--- src/rtl/b64enc_pkg.sv ---
// b64enc_pkg: shared types, constants and the alphabet lookup of the base64 encoder.
// No dependencies; used by every module under rtl/ except b64enc_checker.
`default_nettype none
package b64enc_pkg;

    localparam int unsigned QDEPTH = 4;
    localparam int unsigned QPTR_W = $clog2(QDEPTH);
    localparam int unsigned QCNT_W = $clog2(QDEPTH + 1);

    localparam logic [7:0] PAD_CHAR    = 8'h3D;
    localparam logic [5:0] SEXTET_MASK = 6'h3F;

    // group of three byte slots, MSB byte first, with pad count and end-of-message flag
    typedef struct packed {
        logic [23:0] bits;
        logic [1:0]  npad;
        logic        last;
    } grp_t;

    typedef struct packed {
        logic full;
        logic empty;
    } qstat_t;

    function automatic logic [7:0] b64_char(input logic [5:0] v);
        logic [7:0] c;
        c = 8'h00;
        if (v < 6'd26) begin
            c = 8'h41 + {2'b00, v};
        end else if (v < 6'd52) begin
            c = 8'h61 + {2'b00, v - 6'd26};
        end else if (v < 6'd62) begin
            c = 8'h30 + {2'b00, v - 6'd52};
        end else if (v == 6'd62) begin
            c = 8'h2B;
        end else begin
            c = 8'h2F;
        end
        return c;
    endfunction

endpackage
`default_nettype wire

--- src/rtl/b64enc_front.sv ---
// b64enc_front: accepts input bytes and gathers them into three-byte groups.
// Depends on b64enc_pkg; pushes finished groups into b64enc_queue.
`default_nettype none
module b64enc_front (
    input  wire logic              aclk,
    input  wire logic              aresetn,
    input  wire logic              s_tvalid,
    output logic                   s_tready,
    input  wire logic [7:0]        s_tdata,
    input  wire logic              s_tlast,
    input  wire b64enc_pkg::qstat_t q_stat,
    output logic                   push,
    output b64enc_pkg::grp_t       push_grp
);

    logic [15:0] held_reg, held_next;
    logic [1:0]  pos_reg, pos_next;
    logic        acc;

    assign s_tready = !q_stat.full;
    assign acc      = s_tvalid && s_tready;

    always_comb begin
        held_next = held_reg;
        pos_next  = pos_reg;
        push      = 1'b0;
        push_grp  = '0;
        if (acc) begin
            case (pos_reg)
                2'd1: begin
                    if (!s_tlast) begin
                        held_next = {held_reg[7:0], s_tdata};
                        pos_next  = 2'd2;
                    end else begin
                        push          = 1'b1;
                        push_grp.bits = {held_reg[7:0], s_tdata, 8'h00};
                        push_grp.npad = 2'd1;
                        push_grp.last = 1'b1;
                        held_next     = '0;
                        pos_next      = 2'd0;
                    end
                end
                2'd2: begin
                    push          = 1'b1;
                    push_grp.bits = {held_reg, s_tdata};
                    push_grp.npad = 2'd0;
                    push_grp.last = s_tlast;
                    held_next     = '0;
                    pos_next      = 2'd0;
                end
                default: begin
                    // position 3 never arises; handled as start of group
                    if (!s_tlast) begin
                        held_next = {8'h00, s_tdata};
                        pos_next  = 2'd1;
                    end else begin
                        push          = 1'b1;
                        push_grp.bits = {s_tdata, 16'h0000};
                        push_grp.npad = 2'd2;
                        push_grp.last = 1'b1;
                        held_next     = '0;
                        pos_next      = 2'd0;
                    end
                end
            endcase
        end
    end

    always_ff @(posedge aclk) begin
        if (!aresetn) begin
            held_reg <= '0;
            pos_reg  <= '0;
        end else begin
            held_reg <= held_next;
            pos_reg  <= pos_next;
        end
    end

endmodule
`default_nettype wire

--- src/rtl/b64enc_queue.sv ---
// b64enc_queue: short FIFO of groups between the byte front and the character back.
// Depends on b64enc_pkg.
`default_nettype none
module b64enc_queue (
    input  wire logic              aclk,
    input  wire logic              aresetn,
    input  wire logic              push,
    input  wire b64enc_pkg::grp_t  push_grp,
    input  wire logic              pop,
    output b64enc_pkg::grp_t       head,
    output b64enc_pkg::qstat_t     q_stat
);

    b64enc_pkg::grp_t ent_reg [b64enc_pkg::QDEPTH];
    logic [b64enc_pkg::QPTR_W-1:0] wptr_reg, rptr_reg;
    logic [b64enc_pkg::QCNT_W-1:0] cnt_reg;
    logic do_push, do_pop;

    assign q_stat.full  = (cnt_reg == b64enc_pkg::QCNT_W'(b64enc_pkg::QDEPTH));
    assign q_stat.empty = (cnt_reg == '0);
    assign do_push      = push && !q_stat.full;
    assign do_pop       = pop && !q_stat.empty;
    assign head         = ent_reg[rptr_reg];

    always_ff @(posedge aclk) begin
        if (do_push) begin
            ent_reg[wptr_reg] <= push_grp;
        end
    end

    always_ff @(posedge aclk) begin
        if (!aresetn) begin
            wptr_reg <= '0;
            rptr_reg <= '0;
            cnt_reg  <= '0;
        end else begin
            if (do_push) begin
                wptr_reg <= wptr_reg + 1'b1;
            end
            if (do_pop) begin
                rptr_reg <= rptr_reg + 1'b1;
            end
            case ({do_push, do_pop})
                2'b10:   cnt_reg <= cnt_reg + 1'b1;
                2'b01:   cnt_reg <= cnt_reg - 1'b1;
                default: cnt_reg <= cnt_reg;
            endcase
        end
    end

endmodule
`default_nettype wire

--- src/rtl/b64enc_back.sv ---
// b64enc_back: turns queued groups into four characters, one word per cycle
// unless stalled. Depends on b64enc_pkg; drives the registered output channel.
`default_nettype none
module b64enc_back (
    input  wire logic              aclk,
    input  wire logic              aresetn,
    input  wire b64enc_pkg::grp_t  head,
    input  wire b64enc_pkg::qstat_t q_stat,
    output logic                   pop,
    output logic                   m_tvalid,
    input  wire logic              m_tready,
    output logic [7:0]             m_tdata,
    output logic                   m_tlast
);

    logic [1:0] idx_reg, idx_next;
    logic       vld_reg, vld_next;
    logic [7:0] dat_reg, dat_next;
    logic       lst_reg, lst_next;
    logic       load;
    logic [5:0] sx;
    logic       is_pad;

    assign load = !vld_reg || m_tready;

    always_comb begin
        case (idx_reg)
            2'd0:    sx = head.bits[23:18];
            2'd1:    sx = head.bits[17:12];
            2'd2:    sx = head.bits[11:6];
            default: sx = head.bits[5:0] & b64enc_pkg::SEXTET_MASK;
        endcase
        // pads fill the tail: char index >= 4 - npad
        is_pad = ({1'b0, idx_reg} + {1'b0, head.npad}) >= 3'd4;
    end

    always_comb begin
        idx_next = idx_reg;
        vld_next = vld_reg;
        dat_next = dat_reg;
        lst_next = lst_reg;
        pop      = 1'b0;
        if (load) begin
            vld_next = !q_stat.empty;
            if (!q_stat.empty) begin
                dat_next = is_pad ? b64enc_pkg::PAD_CHAR : b64enc_pkg::b64_char(sx);
                lst_next = (idx_reg == 2'd3) && head.last;
                idx_next = idx_reg + 1'b1;
                pop      = (idx_reg == 2'd3);
            end
        end
    end

    always_ff @(posedge aclk) begin
        if (!aresetn) begin
            idx_reg <= '0;
            vld_reg <= 1'b0;
        end else begin
            idx_reg <= idx_next;
            vld_reg <= vld_next;
        end
        dat_reg <= dat_next;
        lst_reg <= lst_next;
    end

    assign m_tvalid = vld_reg;
    assign m_tdata  = dat_reg;
    assign m_tlast  = lst_reg;

endmodule
`default_nettype wire

--- src/rtl/base64_encoder.sv ---
// base64_encoder: top level of the streaming base64 encoder.
// Depends on b64enc_pkg, b64enc_front, b64enc_queue and b64enc_back.
//
//  channel | dir | tdata          | tlast
//  s_      | in  | data_byte[7:0] | final_byte
//  m_      | out | ascii_char[7:0]| final_char
//
// One byte is taken per cycle while the group queue has room.
// Each group leaves as four words from the output register, one per cycle unless
// the output stalls; for full groups the character back end limits the byte rate.
// The edge that takes a group's closing byte queues it for the output register.
// Reset clears group position, queue pointers and the output valid.
// A stalled output holds its word; the front keeps taking bytes until the queue fills.
`default_nettype none
module base64_encoder (
    input  wire logic       aclk,
    input  wire logic       aresetn,
    input  wire logic       s_tvalid,
    output logic            s_tready,
    input  wire logic [7:0] s_tdata,   // [7:0] data_byte
    input  wire logic       s_tlast,
    output logic            m_tvalid,
    input  wire logic       m_tready,
    output logic [7:0]      m_tdata,   // [7:0] ascii_char
    output logic            m_tlast
);

    b64enc_pkg::qstat_t q_stat;
    b64enc_pkg::grp_t   push_grp;
    b64enc_pkg::grp_t   head;
    logic               push;
    logic               pop;

    b64enc_front u_front (
        .aclk     (aclk),
        .aresetn  (aresetn),
        .s_tvalid (s_tvalid),
        .s_tready (s_tready),
        .s_tdata  (s_tdata),
        .s_tlast  (s_tlast),
        .q_stat   (q_stat),
        .push     (push),
        .push_grp (push_grp)
    );

    b64enc_queue u_queue (
        .aclk     (aclk),
        .aresetn  (aresetn),
        .push     (push),
        .push_grp (push_grp),
        .pop      (pop),
        .head     (head),
        .q_stat   (q_stat)
    );

    b64enc_back u_back (
        .aclk     (aclk),
        .aresetn  (aresetn),
        .head     (head),
        .q_stat   (q_stat),
        .pop      (pop),
        .m_tvalid (m_tvalid),
        .m_tready (m_tready),
        .m_tdata  (m_tdata),
        .m_tlast  (m_tlast)
    );

endmodule
`default_nettype wire

--- config.mk ---
export PLATFORM = sky130hd
export DESIGN_NAME = base64_encoder
export DESIGN_NICKNAME = d
export VERILOG_FILES = /design/src/rtl/b64enc_pkg.sv /design/src/rtl/b64enc_front.sv /design/src/rtl/b64enc_queue.sv /design/src/rtl/b64enc_back.sv /design/src/rtl/base64_encoder.sv
export SDC_FILE = /design/constraint.sdc
export NUM_CORES = 1
export LEC_CHECK = 0
export ABC_AREA = 1
export ABC_CLOCK_PERIOD_IN_PS = 3200
export BUFFER_PORTS_ARGS = -buffer_cell sky130_fd_sc_hd__buf_4
export CORE_UTILIZATION = 55
export CTS_BUF_LIST = sky130_fd_sc_hd__clkbuf_8
export DETAILED_ROUTE_END_ITERATION = 10
export GPL_TIMING_DRIVEN = 0
export PLACE_DENSITY = 0.72
export SLEW_MARGIN = 0
export SYNTH_ARGS = -nofsm -noshare
export SYNTH_HDL_FRONTEND = slang
export SYNTH_SLANG_ARGS = --single-unit
export TNS_END_PERCENT = 5
--- constraint.sdc ---
create_clock -name aclk -period 3.2 [get_ports aclk]
set_clock_uncertainty 0.1 [all_clocks]
set_input_delay 0.16 -clock aclk [delete_from_list [all_inputs] [get_ports aclk]]
set_output_delay 0.16 -clock aclk [all_outputs]
set_load 0.03 [all_outputs]
# Word-level counts from Yosys, hierarchy flattened
# Memory sizes are Yosys's and may differ from the RTL's. A register that Yosys moved wholly into a read port is not among the register bits.
# Index checks and enable logic that the tools add are counted.
# totals
reg_bits	37
mem_bits_rw	108
in_bits	13
out_inout_bits	11
word_cells	72
n_memories	1
# classes
n_addsub	11
order_cmp	4
eq_ne	9
mux	25
n_bitwise	1
n_reduce_logical	12
# memory_table
memory	words	width	rd	rd_ports_with_merged_regs	wr	line	source
u_queue.ent_reg	4	27	1	1	1	b64enc_queue.sv:14	b64enc_pkg::grp_t ent_reg [b64enc_pkg::QDEPTH];
# ops
operator	count
$mux 27	3
$pmux 27 s2	1
$mux 8	4
$pmux 16 s2	1
$pmux 6 s3	1
$add 7x6->8 const A	2
$mux 16	1
$lt 6x6->1 const B	2
$eq 2x2->1 const B	4
$mux 1	8
$add 6x6->7 const A	1
$add 2x1->2 const B	3
$eq 2x1->1 const B	3
$eq 6x6->1 const B	1
$lt 6x5->1 const B	1
$mux 2	3
$pmux 3 s2	1
$sub 6x5->6 const B	1
$sub 6x6->6 const B	1
$logic_and 1x1->1	4
$pmux 2 s2	1
$add 2x2->3	1
$add 3x1->3 const B	1
$eq 3x3->1 const B	1
10 further kinds	12

# Depth between registers and ports, before layout
# Gate-level depths: netlist (run 1).
# depth
ltp_word	7
mapped_depth	21
ltp_nobuf	19

# Cells and area by module
# A second synthesis (run 1) with hierarchy kept.
# hier_totals
cells_unflattened	745
area_unflattened_um2	7295.7
# by_module_without_submodules
module	instances	cells_each	area_each_um2	seq_area_each_um2
b64enc_queue	1	331	4551.9	3423.3
b64enc_front	1	223	1376.3	360.3
b64enc_back	1	191	1367.6	330.3

# Worst setup path before layout (run 1)
# Ideal clock, no wire load.
# synth_timing
path_type	reg2reg
start	register u_queue.cnt_reg[1] in the netlist's numbering
end	memory u_queue.ent_reg[0][0] in the netlist's numbering, enable pin
setup_time_ns	0.411
arrival_time_ns	2.538
required_time_ns	2.689
setup_slack_ns	0.151
stages_incl_launch_ff	8
n_path_buf	1
synth_period_minus_slack_ns	3.049
cell_sequence	dfxtp_1 > inv_1 > nand3_1 > nand2_1 > inv_1 > clkbuf_1 > o21ai_1 > nor2_1
# synth_via
elab_chain_cells	7
# synth_lines
element	line	source
start, declared	b64enc_queue.sv:16	logic [b64enc_pkg::QCNT_W-1:0] cnt_reg;
start signal, assigned	b64enc_queue.sv:44	2'b10: cnt_reg <= cnt_reg + 1'b1;
start signal, assigned	b64enc_queue.sv:45	2'b01: cnt_reg <= cnt_reg - 1'b1;
start signal, assigned	b64enc_queue.sv:46	default: cnt_reg <= cnt_reg;
$eq 3x3->1 (*)	b64enc_queue.sv:19	assign q_stat.full = (cnt_reg == b64enc_pkg::QCNT_W'(b64enc_pkg::QDEPTH));
$logic_not 1->1 (*)	b64enc_front.sv:20	assign s_tready = !q_stat.full;
named net s_tready	base64_encoder.sv:19	output logic s_tready,
$logic_and 1x1->1	b64enc_front.sv:21	assign acc = s_tvalid && s_tready;
$mux 1	b64enc_front.sv:28	if (acc) begin
$logic_and 1x1->1 (*)	b64enc_queue.sv:21	assign do_push = push && !q_stat.full;
$mux 1 (*)	b64enc_queue.sv:26	if (do_push) begin
$mux 1 (not written as such) (*)	b64enc_queue.sv:27	ent_reg[wptr_reg] <= push_grp;
end, declared	b64enc_queue.sv:14	
# Mark *: on every way through the listed nets, which the timed path passes. The rest lies on a longest branch.

==> out/results.ini, run 1 <==
[power]
p_per_area_nw_per_um2=536
p_leak_nw=3.20
ir_drop_mv=0.293

[layout]
layout_commonest_cell=nand2_1
largest_register_ffs=108
final_cell_mix=nand2_1, edfxtp_1, nand3_1, inv_1, a21oi_1
nets=843
area_growth_pct=13.4
fin_cells=991
final_area_um2=8160
post-route-util_pct=64.4
drive_gt1_share_pct=14.0
antenna_cells=0

[floorplan]
dieArea_um2=13500
initial_utilization_pct=56.8
die_y_um=116
pin_count=24
dieWidth_um=116
core-area_um2=12700
fp-row-count=41

[yosys]
synth_nets=790
ys_seq_elements=147
synth_edf_count=117
yosysWarnings=0
seq_area_frac_synth_pct=57.2
post_synth_instance_area_um2=7200
async_flop_share_pct=0
synthCells=753
synth_ff_type=edfxtp_1
syn_avg_cell_area_um2=9.56
ys_types=42

[placed_design]
dp.cells=948
portBuffers=23
placed_cell_area_um2=7620
dp_hpwl_um=10900
gp_congestion=0.914
pre_cts_ws_ns=-0.139

[global_routing]
first_global_vias=5270
grt_use_total_pct=26.2
globalRoute.totalOverflow=0
antenna_found_initial=0
grt_pass1_wl_um=26100
grt_start_max_net_pins=28

[clock_network]
numClockSinks=147
cts_tree=done
cts_setup_buffers=0
h-tree-depth=4
cts_buffer_depth=2
numCtsBuffers=17
clk_pin_slew_ns=0.08
clk_latency_ns=0.46
root_buffer=clkbuf_8

[sta]
timing.fmax_mhz=333
worst_pin_slew_ns=0.937
period_needed_ns=3.00
slew-limit-headroom_pct=37.4
hold_viol=0
finalCritPeriodShare_pct=93.8
setup_violations=0
layout_setup_ws_ns=0.197
maxSlewViolCount=0
rsz0062_at_grt=false

[route]
dr.first_iter.drc_count=405
drc=0
finalWirelength_um=16200
drtAntennaViolNets=0
vias=5384
wl_per_cell_um=16.3
viasPerCell=5.43
drtPass1Iterations=6

[critical_path]
startpoint_type=flop
crit_required_ns=3.33
crit_type=reg -> reg
path_max_fanout=10
crit_arrival_ns=3.13
critPathCaptureType=flop

[run_status]
status=finished, final reports clean

[flow_run]
maxCapViolCount=0

[hold_path]
hold_path.class=in -> reg

## synthesized netlist by cell type (2+ instances only)
master | instances | area share (%)
nand3_2 | 3 | 0.42
edfxtp_1 | 117 | 49
nand4_1 | 4 | 0.35
xor2_1 | 5 | 0.61
o21ai_2 | 2 | 0.24
nor3_1 | 2 | 0.14
buf_1 | 3 | 0.16
buf_2 | 5 | 0.35
a21oi_1 | 51 | 3.5
o22ai_1 | 4 | 0.35
buf_8 | 3 | 0.63
nor2_1 | 54 | 2.8
a311oi_1 | 8 | 0.97
nand2_4 | 5 | 0.78
inv_1 | 68 | 3.5
buf_6 | 6 | 0.94
clkbuf_1 | 14 | 0.73
ha_1 | 23 | 4.0
nor2_2 | 3 | 0.26
o21ai_1 | 3 | 0.21
dfxtp_1 | 30 | 8.3
o21ai_0 | 29 | 2.0
inv_2 | 4 | 0.21
nand2_2 | 11 | 0.96
nand2_1 | 192 | 10
buf_4 | 2 | 0.21
nand3_1 | 87 | 6.0
## critical path, stage by stage (launching register included)
cell,delay [ns]
dfxtp_1,0.31
buf_4,0.18
inv_2,0.18
clkbuf_4,0.26
o21ai_0,0.12
o22ai_1,0.15
nand2_1,0.07
nand3_1,0.12
nand2_1,0.10
nand2_4,0.14
inv_1,0.10
ha_1,0.19
inv_1,0.12
xor2_1,0.09
ha_1,0.27
nand2_1,0.05
nand2_1,0.05
inv_1,0.03
nand2_1,0.05
nand2_1,0.04
## worst paths after layout
check | to | cells after the start | slack [ns] | from
hold / removal | u_front.held_reg[15] | 5 | 0.15 | s_tvalid
setup / recovery | u_back.m_tdata[5] | 19 | 0.20 | flop
setup reg to reg | u_back.m_tdata[5] | 19 | 0.20 | flop
hold reg to reg | u_front.held_reg[12] | 2 | 0.37 | u_front.held_reg[12]
## final cells by class
| cell class | count | area (µm²) |
|---|---|---|
| clock buffer | 18 | 248 |
| buffer | 32 | 226 |
| clock inverter | 14 | 154 |
| tap | 172 | 215 |
| sequential | 147 | 4120 |
| inverter | 73 | 274 |
| multi-input combinational | 500 | 2640 |
| timing repair buffer | 35 | 293 |
| fill | 998 | 4510 |
## routing by layer
layer | wire length [µm] | global-route usage [%]
met5 | 0 | 0
met4 | 399 | 13.8
met3 | 929 | 4.57
met2 | 8190 | 44.9
met1 | 6650 | 31.8
## cell families after synthesis
family | Yosys count | synth area share (%)
and+or+nand+nor | 366 | 22.6
adders and majority gates | 24 | 4.28
DFF | 147 | 57.2
xor gates and xnor gates | 5 | 0.608
buffers and inverters | 106 | 6.81
AOI/OAI and AO/OA | 105 | 8.50
## through the flow
stage / hold WS [ns] / power, mW / setup TNS [ns]
floorplan: 0.190 / 2.75 / 0
global placement: 0.355 / 2.92 / -86.71
detailed placement: 0.358 / 2.95 / -0.534
CTS: 0.137 / 4.38 / 0
global route: 0.202 / 4.56 / 0
finish: 0.150 / 4.38 / 0
## report_power, final
group          total, mW  leakage, nW  internal [mW]  switching, mW
Combinational      0.771         1.58          0.256          0.515
Sequential          2.16         1.43           2.13         0.0255
Clock               1.45        0.186          0.719          0.729
Total               4.38         3.20           3.11           1.27
## timing repair
item / in CTS / in global routing
endpoints found under the hold margin: 19 / 0
endpoints found under the setup margin: 7 / 9
hold buffers: 12 / 0
gates resized for setup: 2 / 10
Note: power is estimated with default switching activity, not from simulation.
==> run 2, diff against run 1 <==
--- a/config.mk
+++ b/config.mk
@@ -7,12 +7,12 @@
 export LEC_CHECK = 0
 export ABC_AREA = 1
 export ABC_CLOCK_PERIOD_IN_PS = 3200
-export BUFFER_PORTS_ARGS = -buffer_cell sky130_fd_sc_hd__buf_4
+export BUFFER_PORTS_ARGS = -buffer_cell sky130_fd_sc_hd__buf_2
 export CORE_UTILIZATION = 55
 export CTS_BUF_LIST = sky130_fd_sc_hd__clkbuf_8
 export DETAILED_ROUTE_END_ITERATION = 10
 export GPL_TIMING_DRIVEN = 0
-export PLACE_DENSITY = 0.72
+export PLACE_DENSITY = 0.74
 export SLEW_MARGIN = 0
 export SYNTH_ARGS = -nofsm -noshare
 export SYNTH_HDL_FRONTEND = slang
==> out/results.ini, run 2 (synthesis gave the netlist of run 1 again) <==
[clock_network]
root_buffer=clkbuf_8
h-tree-depth=4  ; unchanged
clk_pin_slew_ns=0.08  ; about the same
numClockSinks=147  ; unchanged
clk_latency_ns=0.45  ; about the same
cts_tree=done
cts_buffer_depth=2  ; unchanged
numCtsBuffers=17  ; unchanged

[global_routing]
grt_start_max_net_pins=28  ; unchanged
antenna_found_initial=0  ; unchanged
grt_pass1_wl_um=25400  ; -2.8%
first_global_vias=5207  ; -1.2%
grt_use_total_pct=25.4  ; -0.80 points
globalRoute.totalOverflow=0  ; unchanged

[layout]
fillers=1049  ; +5.1%
final_cell_mix=nand2_1, edfxtp_1, nand3_1, inv_1, a21oi_1
layout_commonest_cell=nand2_1
antenna_cells=0  ; unchanged
area_growth_pct=12.6
nets=843  ; unchanged
drive_gt1_share_pct=13.6  ; -0.49 points
largest_register_ffs=108  ; unchanged
fin_cells=991  ; unchanged

[route]
viasPerCell=5.53  ; +1.9%
drtPass1Iterations=5  ; -1
drtAntennaViolNets=0  ; unchanged
dr.first_iter.drc_count=422  ; +4.2%
vias=5485  ; +1.9%
wl_per_cell_um=16.0  ; -1.7%
finalWirelength_um=15900  ; -1.7%
drc=0  ; unchanged

[critical_path]
critPathCaptureType=flop
r2r_cells=13  ; -6
crit_type=reg -> reg
path_max_fanout=9  ; -1
startpoint_type=flop
crit_arrival_ns=3.10  ; -0.03 ns
crit_required_ns=3.32  ; about the same

[hold_path]
hold_path.class=in -> reg
hold_depth=5  ; unchanged

[sta]
hold_ws_ns=0.176  ; +0.0260 ns
slew-limit-headroom_pct=37.1  ; -0.25 points
setup_violations=0  ; unchanged
rsz0062_at_grt=false
timing.fmax_mhz=336  ; +0.83%
hold_viol=0  ; unchanged
finalCritPeriodShare_pct=93.1  ; -0.77 points
worst_pin_slew_ns=0.941  ; +0.00377 ns
fin_tns_setup_ns=0  ; unchanged
maxSlewViolCount=0  ; unchanged
period_needed_ns=2.98  ; -0.0247 ns

[run_status]
status=finished, final reports clean

[power]
p_per_area_nw_per_um2=537  ; about the same
ir_drop_mv=0.419  ; +43%
p_leak_nw=3.20  ; -0.17%
total_power_mw=4.35  ; -0.63%

[floorplan]
pin_count=24  ; unchanged
fp-row-count=41  ; unchanged
core-area_um2=12700  ; unchanged
dieArea_um2=13500  ; unchanged
initial_utilization_pct=56.8  ; unchanged
die_y_um=116  ; unchanged
dieWidth_um=116  ; unchanged

[placed_design]
dp.cells=948  ; unchanged
dp_hpwl_um=10700  ; -1.5%
portBuffers=23  ; unchanged
gp_congestion=0.922  ; +0.95%

[flow_run]
maxCapViolCount=0  ; unchanged

## run 2: changes by cell type in the layout (fill, tap and decap cells not counted)
cell	change
inv_6	-3
clkinv_1	+1
clkinvlp_4	-2
buf_6	+1
buf_4	-23
inv_1	+3
clkbuf_4	-2
clkinv_2	+1
buf_2	+24
inv_2	-1
clkbuf_8	+3
clkinv_4	-2
## run 2: timing repair
action / 4_1_cts / 5_1_grt
resized for setup: 2 / 10
setup buffers: 0 / 0
endpoints found under the hold margin: 19 / 0
hold buffers: 12 / 0
setup endpoints to repair: 6 / 9
## run 2: layout make-up
type | count | area (µm²) | area share [%]
Sequential cell | 147 | 4120 | 50.8
Multi-Input combinational cell | 500 | 2640 | 32.5
Clock buffer | 21 | 289 | 3.57
Inverter | 73 | 274 | 3.38
Timing Repair Buffer | 35 | 235 | 2.90
Buffer | 32 | 228 | 2.81
Tap cell | 172 | 215 | 2.66
Clock inverter | 11 | 111 | 1.37
## run 2: routing by layer
layer	up-vias	wire [µm]	global-route usage, %
met5	-	0	0
met4	0	433	13.3
met3	38	976	5.76
met2	211	7850	42.4
met1	2591	6630	30.9
li1	2645	-	-
## run 2: worst max-delay path, cell delays in order, from the launching register on
cell     delay (ns)
dfxtp_1        0.49
ha_2           0.40
inv_1          0.25
a221o_1        0.36
nand2_4        0.11
inv_1          0.10
ha_1           0.25
inv_1          0.17
nand3_1        0.10
nand2_1        0.10
nor2_1         0.06
nand2_1        0.07
nand2_1        0.06
nor3b_2        0.15
## run 2: through the flow
| step | util (%) | setup slack [ns] | instance area [µm²] |
|---|---|---|---|
| floorplan | - | 0.151 | 7200 |
| global placement | 59.4 | -0.794 | 7530 |
| detailed placement | 59.7 | -0.137 | 7560 |
| CTS | 63.8 | 0.0183 | 8080 |
| global route | 64.0 | 0.00729 | 8110 |
| finish | 64.0 | 0.221 | 8110 |
## run 2: path summary, 6_finish.rpt
check | start | endpoint | slack [ns]
hold / removal | s_tvalid | u_front.held_reg[3] | 0.18
setup reg to reg | u_back.idx_reg[0] | u_back.m_tdata[7] | 0.22
setup / recovery | u_back.idx_reg[0] | u_back.m_tdata[7] | 0.22
hold reg to reg | u_front.held_reg[10] | u_front.held_reg[10] | 0.37
## run 2: power breakdown
part	switching, mW	internal (mW)
logic	0.516	0.240
clock network	0.671	0.764
registers	0.0244	2.13
==> run 3, diff against run 2 <==
--- a/config.mk
+++ b/config.mk
@@ -16,5 +16,6 @@
 export SLEW_MARGIN = 0
 export SYNTH_ARGS = -nofsm -noshare
 export SYNTH_HDL_FRONTEND = slang
+export SYNTH_HIERARCHICAL = 1
 export SYNTH_SLANG_ARGS = --single-unit
 export TNS_END_PERCENT = 5
==> out/results.ini, run 3 <==
[run_status]
status=finished, final reports clean

[global_routing]
grt_pass1_wl_um=26500  ; +4.5%
grt_use_total_pct=26.6  ; +1.1 points
grt_use_met2_pct=44.6  ; +2.1 points
use_met1_pct=33.0  ; +2.1 points
use_met3_pct=4.74  ; -1.0 points
busiest_layer=met2
grt_start_max_net_pins=28  ; unchanged
first_global_vias=5308  ; +1.9%
globalRoute.totalOverflow=0  ; unchanged
antenna_found_initial=0  ; unchanged

[yosys]
yosysTopAreaCellShare_pct=48.2  ; -0.65 points
syn_avg_cell_area_um2=9.79  ; +2.4%
ys_types=39  ; -7.1%
synth_edf_count=117  ; unchanged
seq_area_frac_synth_pct=56.4  ; -0.76 points
yosysMostFrequentCell=nor2_1
yosys-top-cells-area=edfxtp_1, dfxtp_1, nor2_1
yosysWarnings=6  ; +6
ys_seq_elements=147  ; unchanged
synth_nets=781  ; -1.1%
async_flop_share_pct=0  ; unchanged
synth_ff_type=edfxtp_1
synthCells=745  ; -1.1%
synthTopCellsByCount=nor2_1, edfxtp_1, nand2_1, inv_1, a21oi_1
synth_top_area_cell=edfxtp_1
post_synth_instance_area_um2=7300  ; +1.4%

[sta]
finalCritPeriodShare_pct=90.9  ; -2.2 points
worst_pin_slew_ns=0.962  ; +0.0214 ns
maxSlewViolCount=0  ; unchanged
rsz0062_at_grt=false
hold_viol=0  ; unchanged
slew-limit-headroom_pct=35.7  ; -1.4 points
period_needed_ns=2.91  ; -0.0694 ns
setup_violations=0  ; unchanged
timing.fmax_mhz=344  ; +2.4%

[flow_run]
maxCapViolCount=0  ; unchanged

[clock_network]
clk_pin_slew_ns=0.09  ; about the same
h-tree-depth=4  ; unchanged
cts_setup_buffers=0  ; unchanged
root_buffer=clkbuf_8
clk_latency_ns=0.46  ; about the same
numCtsBuffers=17  ; unchanged
cts_tree=done
cts_buffer_depth=2  ; unchanged
numClockSinks=147  ; unchanged

[placed_design]
dp_hpwl_um=11400  ; +6.9%
portBuffers=22  ; -4.3%
dp.cells=939  ; -0.95%
placed_cell_area_um2=7650  ; +1.2%
gp_congestion=0.969  ; +5.1%

[hold_path]
hold_path.class=in -> reg
hold_depth=5  ; unchanged
hold_end=u_front/held_reg[0]
worstHoldStart=s_tdata[0]

[critical_path]
r2r_slack_ns=0.29  ; +0.07 ns
path_cells=buf_6 -> clkinv_4 -> buf_2 -> o21ai_1 -> o22ai_1 -> nand2_1 -> nand2_1 -> o21bai_4 -> ha_1 -> inv_1 -> xor2_1 -> ha_1 -> nand3_1 -> nand2_1 -> inv_1 -> nand2_1 -> nand2_1
worst-path-buf-inv=5  ; +2
cpMostUsedCell=nand2_1
startpoint_type=flop
crit_arrival_ns=3.03  ; -0.07 ns
crit_family=buffers and inverters
crit_type=reg -> reg
critPathCaptureType=flop
slowest_stage=dfxtp_1
slowest_delay_ns=0.33  ; -0.16 ns
crit_required_ns=3.32  ; about the same
path_max_fanout=10  ; +1
r2r_cells=17  ; +4
r2r-end=u_back/m_tdata[5]

[layout]
final_area_um2=8120  ; +0.23%
area_growth_pct=11.4
largest_register_ffs=108  ; unchanged
final_cell_mix=nor2_1, edfxtp_1, nand2_1, inv_1, a21oi_1
fillers=1014  ; -3.3%
fin_cells=979  ; -1.2%
layout_commonest_cell=nor2_1
nets=830  ; -1.5%
drive_gt1_share_pct=17.8  ; +4.3 points
antenna_cells=0  ; unchanged

[route]
drtAntennaViolNets=0  ; unchanged
drtPass1Iterations=5  ; unchanged
viasPerCell=5.60  ; +1.2%
wl_per_cell_um=17.2  ; +7.3%
dr.first_iter.drc_count=514  ; +22%
vias=5482  ; -0.055%
finalWirelength_um=16800  ; +6.0%
drc=0  ; unchanged

[power]
intPower_mw=3.14  ; +0.10%
swShare_pct=30.6  ; +2.7 points
pwr-share-seq_pct=48.2  ; -1.4 points
switchingPower_mw=1.38  ; +14%
p_per_area_nw_per_um2=557  ; +3.7%
clock_power_share_pct=31.7  ; -1.3 points
ir_drop_mv=0.222  ; -47%
p_leak_nw=3.15  ; -1.6%
combPwrFrac_pct=20.1  ; +2.7 points

[floorplan]
dieArea_um2=13700  ; +1.3%
die_y_um=117  ; +0.67%
core-area_um2=12800  ; +0.81%
pin_count=24  ; unchanged
dieWidth_um=117  ; +0.67%
initial_utilization_pct=57.1  ; +0.31 points
fp-row-count=41  ; unchanged

[run 3: metrics by stage]
| stage | worst slack, ns | total power [mW] | util (%) | hold slack [ns] | setup TNS (ns) |
|---|---|---|---|---|---|
| CTS | 0.0745 | 4.53 | 63.6 | 0.00416 | 0 |
| floorplan | 0.211 | 2.90 | - | 0.178 | 0 |
| global route | 0.103 | 4.73 | 63.6 | 0.0465 | 0 |
| detailed placement | 0.0975 | 3.12 | 59.9 | 0.378 | 0 |
| finish | 0.291 | 4.52 | 63.6 | 0.0324 | 0 |
| global placement | -0.762 | 3.08 | 59.7 | 0.368 | -78.53 |
[run 3: worst max path at each step]
| stage | endpoint | depth (start not counted) | from | slack [ns] |
|---|---|---|---|---|
| detailed placement | u_queue/cnt_reg[2] | 17 | u_queue/cnt_reg[2] | 0.1 |
| CTS | u_queue/cnt_reg[2] | 17 | u_queue/cnt_reg[1] | 0.07 |
| finish | u_back/m_tdata[5] | 17 | flop | 0.29 |
| global placement | u_queue/ent_reg[0][25] | 9 | u_queue/cnt_reg[1] | -0.76 |
| global route | u_back/m_tdata[4] | 19 | flop | 0.10 |
| floorplan | u_queue/ent_reg[2][0] | 9 | u_queue/cnt_reg[1] | 0.21 |
[run 3: repair_timing]
item / in CTS / in global routing
endpoints found under the setup margin: 0 / 1
hold buffers: 8 / 0
resized for setup: 0 / 1
hold endpoints to repair: 19 / 0
[run 3: kinds of logic after synthesis]
kind of cell	share of synthesized area (%)
flip-flops	56.4
XOR/XNOR	0.600
buffers and inverters	7.60
AO/OA/AOI/OAI	11.2
adder cells (fa/ha/maj)	4.05
AND/OR/NAND/NOR	20.2
[run 3: area by class of cell]
| cell class | count | area, µm² | area share, % |
|---|---|---|---|
| Tap cell | 172 | 215 | 2.65 |
| Clock inverter | 15 | 156 | 1.93 |
| Clock buffer | 17 | 234 | 2.88 |
| Buffer | 30 | 262 | 3.22 |
| Sequential cell | 147 | 4110 | 50.6 |
| Inverter | 72 | 293 | 3.60 |
| Multi-Input combinational cell | 496 | 2660 | 32.7 |
| Timing Repair Buffer | 30 | 190 | 2.34 |
[run 3: layer usage]
metal | share of wire (%) | vias up | routed length (µm)
met5 | 0 | - | 0
met4 | 2.5 | 0 | 420
met3 | 6.0 | 34 | 1010
met2 | 50 | 229 | 8440
met1 | 41 | 2599 | 6970
li1 | - | 2620 | -
[run 3: power groups by stage]
stage	Combinational, mW	Clock, mW	Sequential, mW
floorplan	0.618	0	2.28
global route	1.01	1.53	2.19
global placement	0.859	0	2.22
CTS	0.905	1.45	2.18
finish	0.908	1.44	2.18
detailed placement	0.893	0	2.22
[run 3: tightest hold or removal path: stages]
cell     delay (ns)
buf_2          0.13
inv_1          0.10
nor2_1         0.05
nand3_1        0.07
a21oi_1        0.05
